[src/phpt_pkg.sv]
// ----------------------------------------------------------------------------
// phpt_pkg
// Shared types and constants of the pairing engine and its peer table.
// ----------------------------------------------------------------------------
package phpt_pkg;

   // peer table depth and derived widths
   localparam int PEERS  = 8;
   localparam int IDX_W  = (PEERS > 1) ? $clog2(PEERS) : 1;
   localparam int CNT_W  = $clog2(PEERS + 1);
   localparam int SLOT_W = 4;
   localparam logic [SLOT_W-1:0] NO_SLOT = 4'hF;

   localparam logic [47:0] BCAST_MAC = 48'hFFFF_FFFF_FFFF;

   // configuration register indexes
   localparam int CSR_IDX_W = 3;
   typedef enum logic [CSR_IDX_W-1:0] {
      CSR_ROLE      = 3'd0,
      CSR_VERSION   = 3'd1,
      CSR_BCAST_INT = 3'd2,
      CSR_LINK_TO   = 3'd3,
      CSR_PEER_TTL  = 3'd4,
      CSR_MIN_HDR   = 3'd5,
      CSR_MIN_CMD   = 3'd6
   } csr_index_type;

   // input opcodes
   typedef enum logic [1:0] {
      OP_POLL      = 2'd0,
      OP_RECEIVE   = 2'd1,
      OP_DISCOVERY = 2'd2,
      OP_RESET     = 2'd3
   } opcode_type;

   // received message types
   typedef enum logic [2:0] {
      RX_PAIR_REQ = 3'd0,
      RX_IDENTITY = 3'd1,
      RX_CONFIRM  = 3'd2,
      RX_ACK      = 3'd3,
      RX_COMMAND  = 3'd4
   } msg_type_type;

   // result kinds
   typedef enum logic [1:0] {
      EV_SEND    = 2'd0,
      EV_COMMAND = 2'd1,
      EV_STATUS  = 2'd2
   } event_kind_type;

   // sent packet types
   typedef enum logic [1:0] {
      SEND_PAIR_REQ = 2'd0,
      SEND_IDENTITY = 2'd1,
      SEND_CONFIRM  = 2'd2,
      SEND_ACK      = 2'd3
   } send_type_type;

   // one peer table entry as held in memory
   typedef struct packed {
      logic [47:0] mac;
      logic [63:0] tag;
      logic [31:0] seen;
      logic        confirmed;
      logic        acked;
   } entry_type;

   localparam int ENTRY_W = $bits(entry_type);

endpackage

[src/phpt_ram.sv]
// ----------------------------------------------------------------------------
// phpt_ram
// Generic memory: one write port, one read port with registered read data.
// ----------------------------------------------------------------------------
module phpt_ram #(
   parameter int WIDTH = 8,
   parameter int DEPTH = 8
) (
   input  logic                                  clock,
   input  logic                                  wr_en,
   input  logic [((DEPTH > 1) ? $clog2(DEPTH) : 1)-1:0] wr_addr,
   input  logic [WIDTH-1:0]                      wr_data,
   input  logic [((DEPTH > 1) ? $clog2(DEPTH) : 1)-1:0] rd_addr,
   output logic [WIDTH-1:0]                      rd_data
);

   logic [WIDTH-1:0] mem_ff [DEPTH];
   logic [WIDTH-1:0] rd_data_ff;

   // write and registered read
   always_ff @(posedge clock) begin
      if (wr_en) begin
         mem_ff[wr_addr] <= wr_data;
      end
      rd_data_ff <= mem_ff[rd_addr];
   end

   assign rd_data = rd_data_ff;

endmodule

[src/pairing_handshake_peer_table_unit.sv]
// ----------------------------------------------------------------------------
// pairing_handshake_peer_table_unit
// Pairing engine for a wireless link with an aging peer table.
// ----------------------------------------------------------------------------
// One input transfer is taken at a time and answered by one to three result
// transfers, the status item always last. The peer table sits in a memory with
// registered read data; a poll tick, or a received packet whose header is not
// rejected, sweeps it once, one entry per cycle. A poll that times out the link
// goes on to a link reset. Result transfers are held while the sink keeps
// rsp_tready low. The next request is taken once the status transfer completes.
module pairing_handshake_peer_table_unit
   import phpt_pkg::*;
(
   input  logic                 clock,
   input  logic                 reset,
   // request channel
   input  logic                 req_tvalid,
   output logic                 req_tready,
   // now_ms, src_mac, msg_type, proto_version, packet_length, peer_tag,
   // enable_flag, zero pad
   input  logic [167:0]         req_tdata,
   // opcode
   input  logic [1:0]           req_tuser,
   // result channel
   output logic                 rsp_tvalid,
   input  logic                 rsp_tready,
   // send_type, dest_mac, accepted, paired_now, peers_in_use
   output logic [55:0]          rsp_tdata,
   // event_kind
   output logic [1:0]           rsp_tuser,
   output logic                 rsp_tlast,
   // configuration writes
   input  logic                 csr_we,
   input  logic [CSR_IDX_W-1:0] csr_index,
   input  logic [31:0]          csr_wdata
);

   typedef enum logic [2:0] {
      S_IDLE, S_PRUNE, S_POLL, S_MATCH, S_RX, S_LR_RD, S_LR_WR, S_OUT
   } state_type;

   state_type state_ff, state_in;

   // configuration
   logic        role_ff, role_in;
   logic [7:0]  pver_ff, pver_in;
   logic [31:0] bint_ff, bint_in;
   logic [31:0] lto_ff, lto_in;
   logic [31:0] ttl_ff, ttl_in;
   logic [7:0]  minh_ff, minh_in;
   logic [7:0]  minc_ff, minc_in;

   // captured request
   logic [31:0] now_ff, now_in;
   logic [47:0] mac_ff, mac_in;
   logic [2:0]  mtype_ff, mtype_in;
   logic [7:0]  len_ff, len_in;
   logic [63:0] tag_ff, tag_in;
   logic        acc_ff, acc_in;

   // link state
   logic [PEERS-1:0]  valid_ff, valid_in;
   logic              paired_ff, paired_in;
   logic              await_ff, await_in;
   logic [SLOT_W-1:0] slot_ff, slot_in;
   logic [47:0]       lmac_ff, lmac_in;
   logic [31:0]       act_ff, act_in;
   logic [31:0]       ctime_ff, ctime_in;
   logic [31:0]       bcast_ff, bcast_in;
   logic              disc_ff, disc_in;

   // sweep control
   logic [CNT_W-1:0] cnt_ff, cnt_in;
   logic             pend_ff, pend_in;
   logic [IDX_W-1:0] pidx_ff, pidx_in;

   // sweep results
   logic             have_unacked_ff, have_unacked_in;
   logic             have_tgt_ff, have_tgt_in;
   logic [IDX_W-1:0] tgt_idx_ff, tgt_idx_in;
   entry_type        tgt_word_ff, tgt_word_in;
   logic             hit_ff, hit_in;
   logic [IDX_W-1:0] hit_idx_ff, hit_idx_in;
   entry_type        hit_word_ff, hit_word_in;

   // pending event items
   logic [1:0]  ev_n_ff, ev_n_in;
   logic [1:0]  ev_kind_ff [2];
   logic [1:0]  ev_kind_in [2];
   logic [1:0]  ev_type_ff [2];
   logic [1:0]  ev_type_in [2];
   logic [47:0] ev_mac_ff [2];
   logic [47:0] ev_mac_in [2];
   logic [1:0]  out_idx_ff, out_idx_in;

   // memory port
   logic             ram_we;
   logic [IDX_W-1:0] ram_waddr;
   entry_type        ram_wdata;
   logic [IDX_W-1:0] ram_raddr;
   logic [ENTRY_W-1:0] ram_rdata;
   entry_type        rd_word;

   phpt_ram #(
      .WIDTH(ENTRY_W),
      .DEPTH(PEERS)
   ) u_table (
      .clock  (clock),
      .wr_en  (ram_we),
      .wr_addr(ram_waddr),
      .wr_data(ram_wdata),
      .rd_addr(ram_raddr),
      .rd_data(ram_rdata)
   );

   assign rd_word = entry_type'(ram_rdata);

   // first free entry
   logic             free_ok;
   logic [IDX_W-1:0] free_idx;
   always_comb begin
      free_ok  = 1'b0;
      free_idx = '0;
      for (int i = PEERS - 1; i >= 0; i--) begin
         if (!valid_ff[i]) begin
            free_ok  = 1'b1;
            free_idx = IDX_W'(i);
         end
      end
   end

   // result channel
   logic out_last;
   assign out_last   = (out_idx_ff == ev_n_ff);
   assign req_tready = (state_ff == S_IDLE);
   assign rsp_tvalid = (state_ff == S_OUT);
   assign rsp_tlast  = out_last;
   assign rsp_tuser  = out_last ? EV_STATUS : ev_kind_ff[out_idx_ff[0]];
   assign rsp_tdata  = {4'($countones(valid_ff)), paired_ff,
                        out_last ? acc_ff : 1'b0,
                        out_last ? 48'd0 : ev_mac_ff[out_idx_ff[0]],
                        out_last ? 2'd0 : ev_type_ff[out_idx_ff[0]]};

   // next state logic
   always_comb begin
      logic        lr_apply;
      logic        expire;
      logic        pre;
      logic        up_ok;
      logic        wr_rx;
      logic        do_upsert;
      logic [IDX_W-1:0] up_idx;
      entry_type   w;
      logic [31:0] cdiff;

      lr_apply = 1'b0;
      expire   = 1'b0;
      pre      = 1'b0;
      up_ok    = 1'b0;
      wr_rx    = 1'b0;
      do_upsert = 1'b0;
      up_idx   = '0;
      w        = '0;
      cdiff    = '0;

      state_in = state_ff;
      role_in = role_ff; pver_in = pver_ff; bint_in = bint_ff; lto_in = lto_ff;
      ttl_in = ttl_ff; minh_in = minh_ff; minc_in = minc_ff;
      now_in = now_ff; mac_in = mac_ff; mtype_in = mtype_ff;
      len_in = len_ff; tag_in = tag_ff; acc_in = acc_ff;
      valid_in = valid_ff; paired_in = paired_ff; await_in = await_ff;
      slot_in = slot_ff; lmac_in = lmac_ff; act_in = act_ff; ctime_in = ctime_ff;
      bcast_in = bcast_ff; disc_in = disc_ff;
      cnt_in = cnt_ff; pend_in = 1'b0; pidx_in = pidx_ff;
      have_unacked_in = have_unacked_ff; have_tgt_in = have_tgt_ff;
      tgt_idx_in = tgt_idx_ff; tgt_word_in = tgt_word_ff;
      hit_in = hit_ff; hit_idx_in = hit_idx_ff; hit_word_in = hit_word_ff;
      ev_n_in = ev_n_ff; ev_kind_in = ev_kind_ff; ev_type_in = ev_type_ff;
      ev_mac_in = ev_mac_ff; out_idx_in = out_idx_ff;
      ram_we = 1'b0; ram_waddr = '0; ram_wdata = '0; ram_raddr = '0;

      // configuration writes
      if (csr_we) begin
         unique case (csr_index)
            CSR_ROLE:      role_in = csr_wdata[0];
            CSR_VERSION:   pver_in = csr_wdata[7:0];
            CSR_BCAST_INT: bint_in = csr_wdata;
            CSR_LINK_TO:   lto_in  = csr_wdata;
            CSR_PEER_TTL:  ttl_in  = csr_wdata;
            CSR_MIN_HDR:   minh_in = csr_wdata[7:0];
            CSR_MIN_CMD:   minc_in = csr_wdata[7:0];
            default: ;
         endcase
      end

      // table sweep, one read per cycle
      if (state_ff == S_PRUNE || state_ff == S_MATCH) begin
         if (cnt_ff < CNT_W'(PEERS)) begin
            ram_raddr = cnt_ff[IDX_W-1:0];
            pidx_in   = cnt_ff[IDX_W-1:0];
            pend_in   = 1'b1;
            cnt_in    = cnt_ff + CNT_W'(1);
         end
      end

      unique case (state_ff)
         S_IDLE: begin
            if (req_tvalid) begin
               now_in   = req_tdata[31:0];
               mac_in   = req_tdata[79:32];
               mtype_in = req_tdata[82:80];
               len_in   = req_tdata[98:91];
               tag_in   = req_tdata[162:99];
               acc_in   = 1'b0;
               ev_n_in  = 2'd0;
               out_idx_in = 2'd0;
               cnt_in   = '0;
               have_unacked_in = 1'b0;
               have_tgt_in = 1'b0;
               hit_in   = 1'b0;
               unique case (opcode_type'(req_tuser))
                  OP_POLL: state_in = S_PRUNE;
                  OP_RECEIVE: begin
                     if (req_tdata[98:91] < minh_ff || req_tdata[90:83] != pver_ff) begin
                        state_in = S_OUT;
                     end else begin
                        state_in = S_MATCH;
                     end
                  end
                  OP_DISCOVERY: begin
                     disc_in = req_tdata[163];
                     if (req_tdata[163] && !paired_ff) bcast_in = '0;
                     state_in = S_OUT;
                  end
                  OP_RESET: state_in = S_LR_RD;
               endcase
            end
         end

         // age out entries and pick the confirm target
         S_PRUNE: begin
            if (pend_ff) begin
               expire = valid_ff[pidx_ff] && ((now_ff - rd_word.seen) > ttl_ff);
               if (expire) begin
                  valid_in[pidx_ff] = 1'b0;
                  ram_we    = 1'b1;
                  ram_waddr = pidx_ff;
                  ram_wdata = '0;
                  if (slot_ff == SLOT_W'(pidx_ff)) lr_apply = 1'b1;
               end else if (valid_ff[pidx_ff] && !have_unacked_ff) begin
                  if (!rd_word.acked) begin
                     have_unacked_in = 1'b1;
                     have_tgt_in = 1'b1;
                     tgt_idx_in  = pidx_ff;
                     tgt_word_in = rd_word;
                  end else if (!have_tgt_ff) begin
                     have_tgt_in = 1'b1;
                     tgt_idx_in  = pidx_ff;
                     tgt_word_in = rd_word;
                  end
               end
            end else if (cnt_ff == CNT_W'(PEERS)) begin
               state_in = S_POLL;
            end
         end

         // broadcast, confirm, or link timeout
         S_POLL: begin
            state_in = S_OUT;
            cdiff = now_ff - ctime_ff;
            if (!role_ff) begin
               if (disc_ff && !paired_ff) begin
                  if ((now_ff - bcast_ff) >= bint_ff) begin
                     ev_kind_in[ev_n_in[0]] = EV_SEND;
                     ev_type_in[ev_n_in[0]] = SEND_PAIR_REQ;
                     ev_mac_in[ev_n_in[0]]  = BCAST_MAC;
                     ev_n_in  = ev_n_in + 2'd1;
                     bcast_in = now_ff;
                  end
                  if (have_tgt_ff && (!tgt_word_ff.confirmed || cdiff >= bint_ff)) begin
                     ev_kind_in[ev_n_in[0]] = EV_SEND;
                     ev_type_in[ev_n_in[0]] = SEND_CONFIRM;
                     ev_mac_in[ev_n_in[0]]  = tgt_word_ff.mac;
                     ev_n_in = ev_n_in + 2'd1;
                     w = tgt_word_ff;
                     w.confirmed = 1'b1;
                     w.acked     = 1'b0;
                     ram_we    = 1'b1;
                     ram_waddr = tgt_idx_ff;
                     ram_wdata = w;
                     slot_in   = SLOT_W'(tgt_idx_ff);
                     await_in  = 1'b1;
                     ctime_in  = now_ff;
                     lmac_in   = tgt_word_ff.mac;
                  end
               end else if (paired_ff && ((now_ff - act_ff) > lto_ff)) begin
                  state_in = S_LR_RD;
               end
            end else if (paired_ff && ((now_ff - act_ff) > lto_ff)) begin
               state_in = S_LR_RD;
            end
         end

         // look up the sender
         S_MATCH: begin
            if (pend_ff) begin
               if (valid_ff[pidx_ff] && rd_word.mac == mac_ff && !hit_ff) begin
                  hit_in      = 1'b1;
                  hit_idx_in  = pidx_ff;
                  hit_word_in = rd_word;
               end
            end else if (cnt_ff == CNT_W'(PEERS)) begin
               state_in = S_RX;
            end
         end

         // act on the received message
         S_RX: begin
            state_in = S_OUT;
            pre   = paired_ff && (mac_ff == lmac_ff);
            up_ok = hit_ff || free_ok;
            up_idx = hit_ff ? hit_idx_ff : free_idx;
            if (hit_ff) begin
               w = hit_word_ff;
            end else begin
               w.mac = mac_ff;
               w.tag = tag_ff;
               w.seen = now_ff;
               w.confirmed = 1'b0;
               w.acked = 1'b0;
            end
            if (pre) begin
               act_in = now_ff;
               if (hit_ff) begin
                  w.seen = now_ff;
                  wr_rx  = 1'b1;
               end
            end
            unique case (mtype_ff)
               RX_PAIR_REQ: begin
                  if (role_ff) begin
                     acc_in = 1'b1;
                     if (!paired_ff) begin
                        do_upsert = 1'b1;
                        ev_kind_in[ev_n_in[0]] = EV_SEND;
                        ev_type_in[ev_n_in[0]] = SEND_IDENTITY;
                        ev_mac_in[ev_n_in[0]]  = mac_ff;
                        ev_n_in = ev_n_in + 2'd1;
                     end
                  end
               end
               RX_IDENTITY: begin
                  if (!role_ff) begin
                     acc_in = 1'b1;
                     do_upsert = 1'b1;
                  end
               end
               RX_CONFIRM: begin
                  if (role_ff) begin
                     acc_in = 1'b1;
                     do_upsert = 1'b1;
                     if (up_ok) begin
                        paired_in = 1'b1;
                        slot_in   = SLOT_W'(up_idx);
                        lmac_in   = mac_ff;
                        act_in    = now_ff;
                        w.acked   = 1'b1;
                        ev_kind_in[ev_n_in[0]] = EV_SEND;
                        ev_type_in[ev_n_in[0]] = SEND_ACK;
                        ev_mac_in[ev_n_in[0]]  = mac_ff;
                        ev_n_in = ev_n_in + 2'd1;
                     end
                  end
               end
               RX_ACK: begin
                  if (!role_ff && await_ff && mac_ff == lmac_ff) begin
                     acc_in    = 1'b1;
                     paired_in = 1'b1;
                     await_in  = 1'b0;
                     act_in    = now_ff;
                     disc_in   = 1'b0;
                     if (hit_ff) begin
                        w.acked = 1'b1;
                        w.seen  = now_ff;
                        wr_rx   = 1'b1;
                     end
                  end
               end
               RX_COMMAND: begin
                  acc_in = 1'b1;
                  if (len_ff >= minc_ff) begin
                     ev_kind_in[ev_n_in[0]] = EV_COMMAND;
                     ev_type_in[ev_n_in[0]] = SEND_PAIR_REQ;
                     ev_mac_in[ev_n_in[0]]  = mac_ff;
                     ev_n_in = ev_n_in + 2'd1;
                  end
               end
               default: ;
            endcase
            // insert or refresh the sender entry
            if (do_upsert && up_ok) begin
               w.tag  = tag_ff;
               w.seen = now_ff;
               wr_rx  = 1'b1;
               if (!hit_ff) valid_in[up_idx] = 1'b1;
            end
            if (wr_rx) begin
               ram_we    = 1'b1;
               ram_waddr = up_idx;
               ram_wdata = w;
            end
         end

         // link reset: fetch the linked entry
         S_LR_RD: begin
            if (slot_ff < SLOT_W'(PEERS)) begin
               ram_raddr = slot_ff[IDX_W-1:0];
               state_in  = S_LR_WR;
            end else begin
               lr_apply = 1'b1;
               state_in = S_OUT;
            end
         end

         // link reset: clear its confirm and ack flags
         S_LR_WR: begin
            w = rd_word;
            w.confirmed = 1'b0;
            w.acked     = 1'b0;
            ram_we    = 1'b1;
            ram_waddr = slot_ff[IDX_W-1:0];
            ram_wdata = w;
            lr_apply  = 1'b1;
            state_in  = S_OUT;
         end

         // result transfers
         S_OUT: begin
            if (rsp_tready) begin
               if (out_last) begin
                  state_in = S_IDLE;
               end else begin
                  out_idx_in = out_idx_ff + 2'd1;
               end
            end
         end

         default: state_in = S_IDLE;
      endcase

      // clear the link
      if (lr_apply) begin
         paired_in = 1'b0;
         await_in  = 1'b0;
         slot_in   = NO_SLOT;
         lmac_in   = '0;
         act_in    = '0;
         ctime_in  = '0;
         disc_in   = 1'b1;
         bcast_in  = '0;
      end
   end

   // state and registers
   always_ff @(posedge clock) begin
      if (reset) begin
         state_ff  <= S_IDLE;
         role_ff   <= 1'b0;
         pver_ff   <= 8'd1;
         bint_ff   <= 32'd1000;
         lto_ff    <= 32'd3000;
         ttl_ff    <= 32'd10000;
         minh_ff   <= 8'd64;
         minc_ff   <= 8'd96;
         valid_ff  <= '0;
         paired_ff <= 1'b0;
         await_ff  <= 1'b0;
         slot_ff   <= NO_SLOT;
         lmac_ff   <= '0;
         act_ff    <= '0;
         ctime_ff  <= '0;
         bcast_ff  <= '0;
         disc_ff   <= 1'b1;
         cnt_ff    <= '0;
         pend_ff   <= 1'b0;
         ev_n_ff   <= 2'd0;
         out_idx_ff <= 2'd0;
      end else begin
         state_ff  <= state_in;
         role_ff   <= role_in;
         pver_ff   <= pver_in;
         bint_ff   <= bint_in;
         lto_ff    <= lto_in;
         ttl_ff    <= ttl_in;
         minh_ff   <= minh_in;
         minc_ff   <= minc_in;
         valid_ff  <= valid_in;
         paired_ff <= paired_in;
         await_ff  <= await_in;
         slot_ff   <= slot_in;
         lmac_ff   <= lmac_in;
         act_ff    <= act_in;
         ctime_ff  <= ctime_in;
         bcast_ff  <= bcast_in;
         disc_ff   <= disc_in;
         cnt_ff    <= cnt_in;
         pend_ff   <= pend_in;
         ev_n_ff   <= ev_n_in;
         out_idx_ff <= out_idx_in;
      end
   end

   // payload registers
   always_ff @(posedge clock) begin
      now_ff   <= now_in;
      mac_ff   <= mac_in;
      mtype_ff <= mtype_in;
      len_ff   <= len_in;
      tag_ff   <= tag_in;
      acc_ff   <= acc_in;
      pidx_ff  <= pidx_in;
      have_unacked_ff <= have_unacked_in;
      have_tgt_ff <= have_tgt_in;
      tgt_idx_ff  <= tgt_idx_in;
      tgt_word_ff <= tgt_word_in;
      hit_ff      <= hit_in;
      hit_idx_ff  <= hit_idx_in;
      hit_word_ff <= hit_word_in;
      ev_kind_ff  <= ev_kind_in;
      ev_type_ff  <= ev_type_in;
      ev_mac_ff   <= ev_mac_in;
   end

endmodule

[config.mk]
export PLATFORM = sky130hd
export DESIGN_NAME = pairing_handshake_peer_table_unit
export DESIGN_NICKNAME = d
export VERILOG_FILES = /design/src/phpt_pkg.sv /design/src/phpt_ram.sv /design/src/pairing_handshake_peer_table_unit.sv
export SDC_FILE = /design/constraint.sdc
export NUM_CORES = 2
export LEC_CHECK = 0
export ABC_AREA = 1
export BUFFER_PORTS_ARGS = -buffer_cell sky130_fd_sc_hd__clkbuf_2
export CAP_MARGIN = 15
export CORE_AREA = 2 2 616 373
export DETAILED_ROUTE_END_ITERATION = 7
export DIE_AREA = 0 0 618 375
export GPL_TIMING_DRIVEN = 1
export PLACE_DENSITY = 0.6
export SLEW_MARGIN = 20
export SYNTH_ARGS = -nofsm -noshare
export SYNTH_HDL_FRONTEND = slang
export SYNTH_HIERARCHICAL = 1
export SYNTH_SLANG_ARGS = --single-unit
[constraint.sdc]
create_clock -name clock -period 35.2 [get_ports clock]
set_input_delay 5.28 -clock clock [delete_from_list [all_inputs] [get_ports clock]]
set_output_delay 5.28 -clock clock [all_outputs]
set_load 0.03 [all_outputs]
# Word level (Yosys, flattened, before mapping)
# Memories as Yosys holds them, arrays and structs flattened. A register that Yosys moved wholly into a read port is not among the register bits.
# Cells that the tools add are included.
[word_totals]
regBits = 855
ram_bits = 1168
elab_cells = 486
inputBits = 210
rom_bits = 0
mem_count = 1
latch_bits = 0
out_inout_bits = 61
[op_classes]
n_mul = 0
muxes = 245
n_bitwise = 24
eq_ne = 68
n_addsub = 15
div = 0
shifts = 0
order_cmp = 17
n_reduce_logical = 68
[memory_table]
columns = ["name", "words", "word_bits", "rd", "rd_clocked_by_memory_dff", "wr", "line_no", "source"]
rows = [
  ["u_table.mem_ff", 8, 146, 1, 1, 1, "phpt_ram.sv:17", "logic [WIDTH-1:0] mem_ff [DEPTH];"],
]
[op_table]
columns = ["op", "count"]
rows = [
  ["$mux 96", 13],
  ["$mux 146", 7],
  ["$mux 48", 12],
  ["$mux 32", 15],
  ["$pmux 146 s3", 1],
  ["$pmux 96 s3", 1],
  ["$bwmux 96", 2],
  ["$pmux 96 s2", 1],
  ["$mux 4", 34],
  ["$pmux 32 s2", 2],
  ["$sub 32x32->32", 4],
  ["$demux 48 s1", 2],
  ["$eq 48x48->1", 2],
  ["$or 96x96->96", 1],
  ["$pmux 48 s2", 1],
  ["$mux 3", 30],
  ["$ge 32x32->1", 2],
  ["$gt 32x32->1", 2],
  ["$mux 1", 64],
  ["$mux 2", 27],
  ["$ne 2x2->1 const B", 21],
  ["$mux 8", 4],
  ["$reduce_and 5->1", 5],
  ["$eq 3x3->1 const B", 8],
  ["other kinds (63)", 176],
]

# Logic depth before layout (Yosys ltp)
[logic_depth]
word_depth = 17
depth_mapped = 32
mapped_depth_nobuf = 31

# Cells and area by module
# The synthesis kept the hierarchy.
[by_module_without_submodules]
columns = ["mod", "area_each_um2", "cells_each", "n_inst", "seq_area_each_um2"]
rows = [
  ["phpt_ram", 53970.5, 5210, 1, 37996.4],
  ["pairing_handshake_peer_table_unit", 47464.3, 5885, 1, 21790.9],
]

# Least setup slack after synthesis
# Ideal clock, no wire load.
[synth_timing]
path_kind = "register to register"
startpoint = "reg mac_ff[17]"
endpoint = "reg hit_idx_ff[0] (enable)"
setup_time_ps = 880
arrival_time_ps = 12245
setup_slack_ps = 22075
synth_period_minus_slack_ps = 13125
required_time_ps = 34320
stages_incl_launch_ff = 7
n_path_buf = 0
path_cell_list = "edfxtp_1 > inv_1 > nor2_1 > or4_1 > nor3_1 > nand2_1 > nor4_1"
[synth_between]
elab_chain_len = 4
[synth_rtl]
columns = ["element", "line_no", "source"]
rows = [
  ["start, declared", "pairing_handshake_peer_table_unit.sv:55", "logic [47:0] mac_ff, mac_in;"],
  ["start signal, assigned", "pairing_handshake_peer_table_unit.sv:516", "mac_ff <= mac_in;"],
  ["$eq 48x48->1", "pairing_handshake_peer_table_unit.sv:307", "if (valid_ff[pidx_ff] && rd_word.mac == mac_ff && !hit_ff) begin"],
  ["$logic_and 1x1->1 (2 in a row)", "pairing_handshake_peer_table_unit.sv:307", ""],
  ["$reduce_and 3->1 (no source line)", "-", ""],
  ["end signal, assigned", "pairing_handshake_peer_table_unit.sv:527", "hit_idx_ff <= hit_idx_in;"],
  ["end, declared", "pairing_handshake_peer_table_unit.sv:83", "logic [IDX_W-1:0] hit_idx_ff, hit_idx_in;"],
]
# No other way between the ends.
# A chain may end at the register's enable or synchronous reset.

# Final worst setup path
[layout_timing]
startpoint = "reg valid_ff[0]"
endpoint = "out rsp_tdata[54]"
[layout_between]
elab_chain_len = 3
[layout_rtl]
columns = ["element", "line_no", "source"]
rows = [
  ["start, declared", "pairing_handshake_peer_table_unit.sv:62", "logic [PEERS-1:0] valid_ff, valid_in;"],
  ["start signal, assigned", "pairing_handshake_peer_table_unit.sv:497", "valid_ff <= valid_in;"],
  ["$add 1x1->2 (implied by the code)", "pairing_handshake_peer_table_unit.sv:139", "assign rsp_tdata = {4'($countones(valid_ff)), paired_ff,"],
  ["$add 2x2->3 (implied by the code)", "pairing_handshake_peer_table_unit.sv:139", ""],
  ["$add 3x3->4 (implied by the code)", "pairing_handshake_peer_table_unit.sv:139", ""],
  ["end, declared", "pairing_handshake_peer_table_unit.sv:28", "output logic [55:0] rsp_tdata,"],
]
# No other way between the ends.

==> qor.yml <==
crit_chain: "fa_1 > inv_1 > fa_1 > fa_1 > inv_1 > ha_1 > fa_1 > xor2_1 > clkbuf_2"
critPathArrivalTime_ns: 4.54
cts_tree: "built"
cts-root-buf: "clkbuf_16"
finalCoreUtilization: 0.348
die_x_um: 618
dp_slack_ns: 26.16
slew_headroom: 0.240
cts_hold_buf: 0
drt_iter0_markers: 5967
setup_viol: 0
crit_family: "adder cells"
peakVddDrop_mv: 0.0559
cp-end-kind: "primary output"
grt_use_total: 0.188
drt_drc_violations_left: 0
hold_viol_final: 0
multi_input_area_mm2: 0.0266
fin_nets: 8847
gr-total-overflow: 0
mostFrequentLayoutCells: "nand2_1 (2,442), inv_1 (1,216), edfxtp_1 (995)"
dpl_cell_area_mm2: 0.0742
grt_start_max_net_pins: 206
grt_pass1_wl_um: 333000
num_vias: 56338
syn_area_per_cell_um2: 8.52
power.density_mw_per_mm2: 78.8
die_h_um: 375
start_util: 0.310
finalWorstSetupSlack_ns: 25.38
synthesis.nets: 8760
crit_top_cell: "fa_1"
clkLatencyLatePin_ns: 0.84
ctsResizeCount: 0
synthToLayoutAreaGrowth_pct: 12.3
worstMarginPinSlew_ns: 1.14
layout_commonest_cell: "nand2_1"
finalCriticalPeriod_ns: 9.82
port_buffers: 202
core_mm2: 0.227
cp_slowest_stage_delay_ns: 0.78
antenna_found_initial: 12
cts_setup_buffers: 0
grt_pass1_vias: 51938
drive_above_1_share: 0.0712
drv_slew: 0
cts_sinks: 1369
ios: 271
worstSetupPathType: "reg -> out"
required_ns: 29.92
finalSetupTns_ns: 0
rows: 136
regArea_mm2: 0.0374
worst-path-buf-inv: 3
min_period_over_period: 0.279
path_clk_slew_ns: 0.06
syn_inst: 8265
path_max_fanout: 7
slowest_stage: "xor2_1"
cap_violations: 0
cts_max_level: 4
leakage_nw: 33.4
fmaxAchievable_mhz: 102
ys_warn_count: 6
gp_congestion: 0.929
ant_nets: 0
final_cell_area_mm2: 0.0791
wire_per_inst_um: 19.4
fin_worst_skew_ns: 0.0862
hp-class: "reg -> reg"
outcome: "complete, no violations"
cp-start-kind: "flop"
routed_wl_um: 224000
die_area_mm2: 0.232
cts_buffer_depth: 4
nFillCells: 23049
drt-pass1-iter-count: 7
rsz0062_at_grt: "false"
netlist_area_mm2: 0.0704
numCtsBuffers: 154
dp_hpwl_um: 146000
vias_per_cell: 4.90
==> sequential cells by signal, summed over array words and instances, names as in the netlist, 48 cells and up, named ones only <==
| signal | count |
|---|---|
| hit_word_ff | 50 |
| u_table/mem_ff | 656 |
| lmac_ff | 48 |
| mac_ff | 48 |
| u_table/rd_data | 82 |
| ev_mac_ff | 96 |
| tgt_word_ff | 81 |
==> per-stage QoR <==
stage,std cells,total power [mW],hold WS (ns)
final,11506,6.23,0.438
after floorplan,8265,3.81,0.404
after global placement,11231,4.55,0.421
after detailed placement,11232,4.60,0.414
after CTS,11504,6.20,0.436
after global routing,11506,6.57,0.441
==> area by class of cell <==
class | count | share of cell area
sequential | 1369 | 0.473
multi-input combinational | 5287 | 0.336
inverter | 1238 | 0.0590
clock buffer | 214 | 0.0543
tap | 3036 | 0.0481
timing repair buffer | 302 | 0.0226
clock inverter | 58 | 0.00695
antenna | 2 | 0.0000633
==> power by group <==
group	internal [mW]	leakage, nW	switching [mW]
sequential	2.07	12.2	0.173
combinational	0.690	18.8	1.70
clock	0.918	2.38	0.673
total	3.68	33.4	2.55
==> routing by layer <==
layer,vias to the layer above,track usage,routed length [µm]
met5,-,0,97
met4,16,0.0603,7310
met3,379,0.0366,20900
met2,2311,0.267,89700
met1,26584,0.283,106000
li1,27048,-,-
==> worst paths after layout <==
| path | startpoint | endpoint | slack, ns | depth (start not counted) |
|---|---|---|---|---|
| max reg2reg | now_ff[0] | u_table/mem_ff[5][24] | 26.65 | 28 |
| min | u_table/rd_data[8] | tgt_word_ff[8] | 0.44 | 0 |
| min reg2reg | u_table/rd_data[8] | tgt_word_ff[8] | 0.44 | 0 |
| max | valid_ff[0] | rsp_tdata[54] | 25.38 | 9 |
No activity file was read; power rests on OpenSTA's default activity.
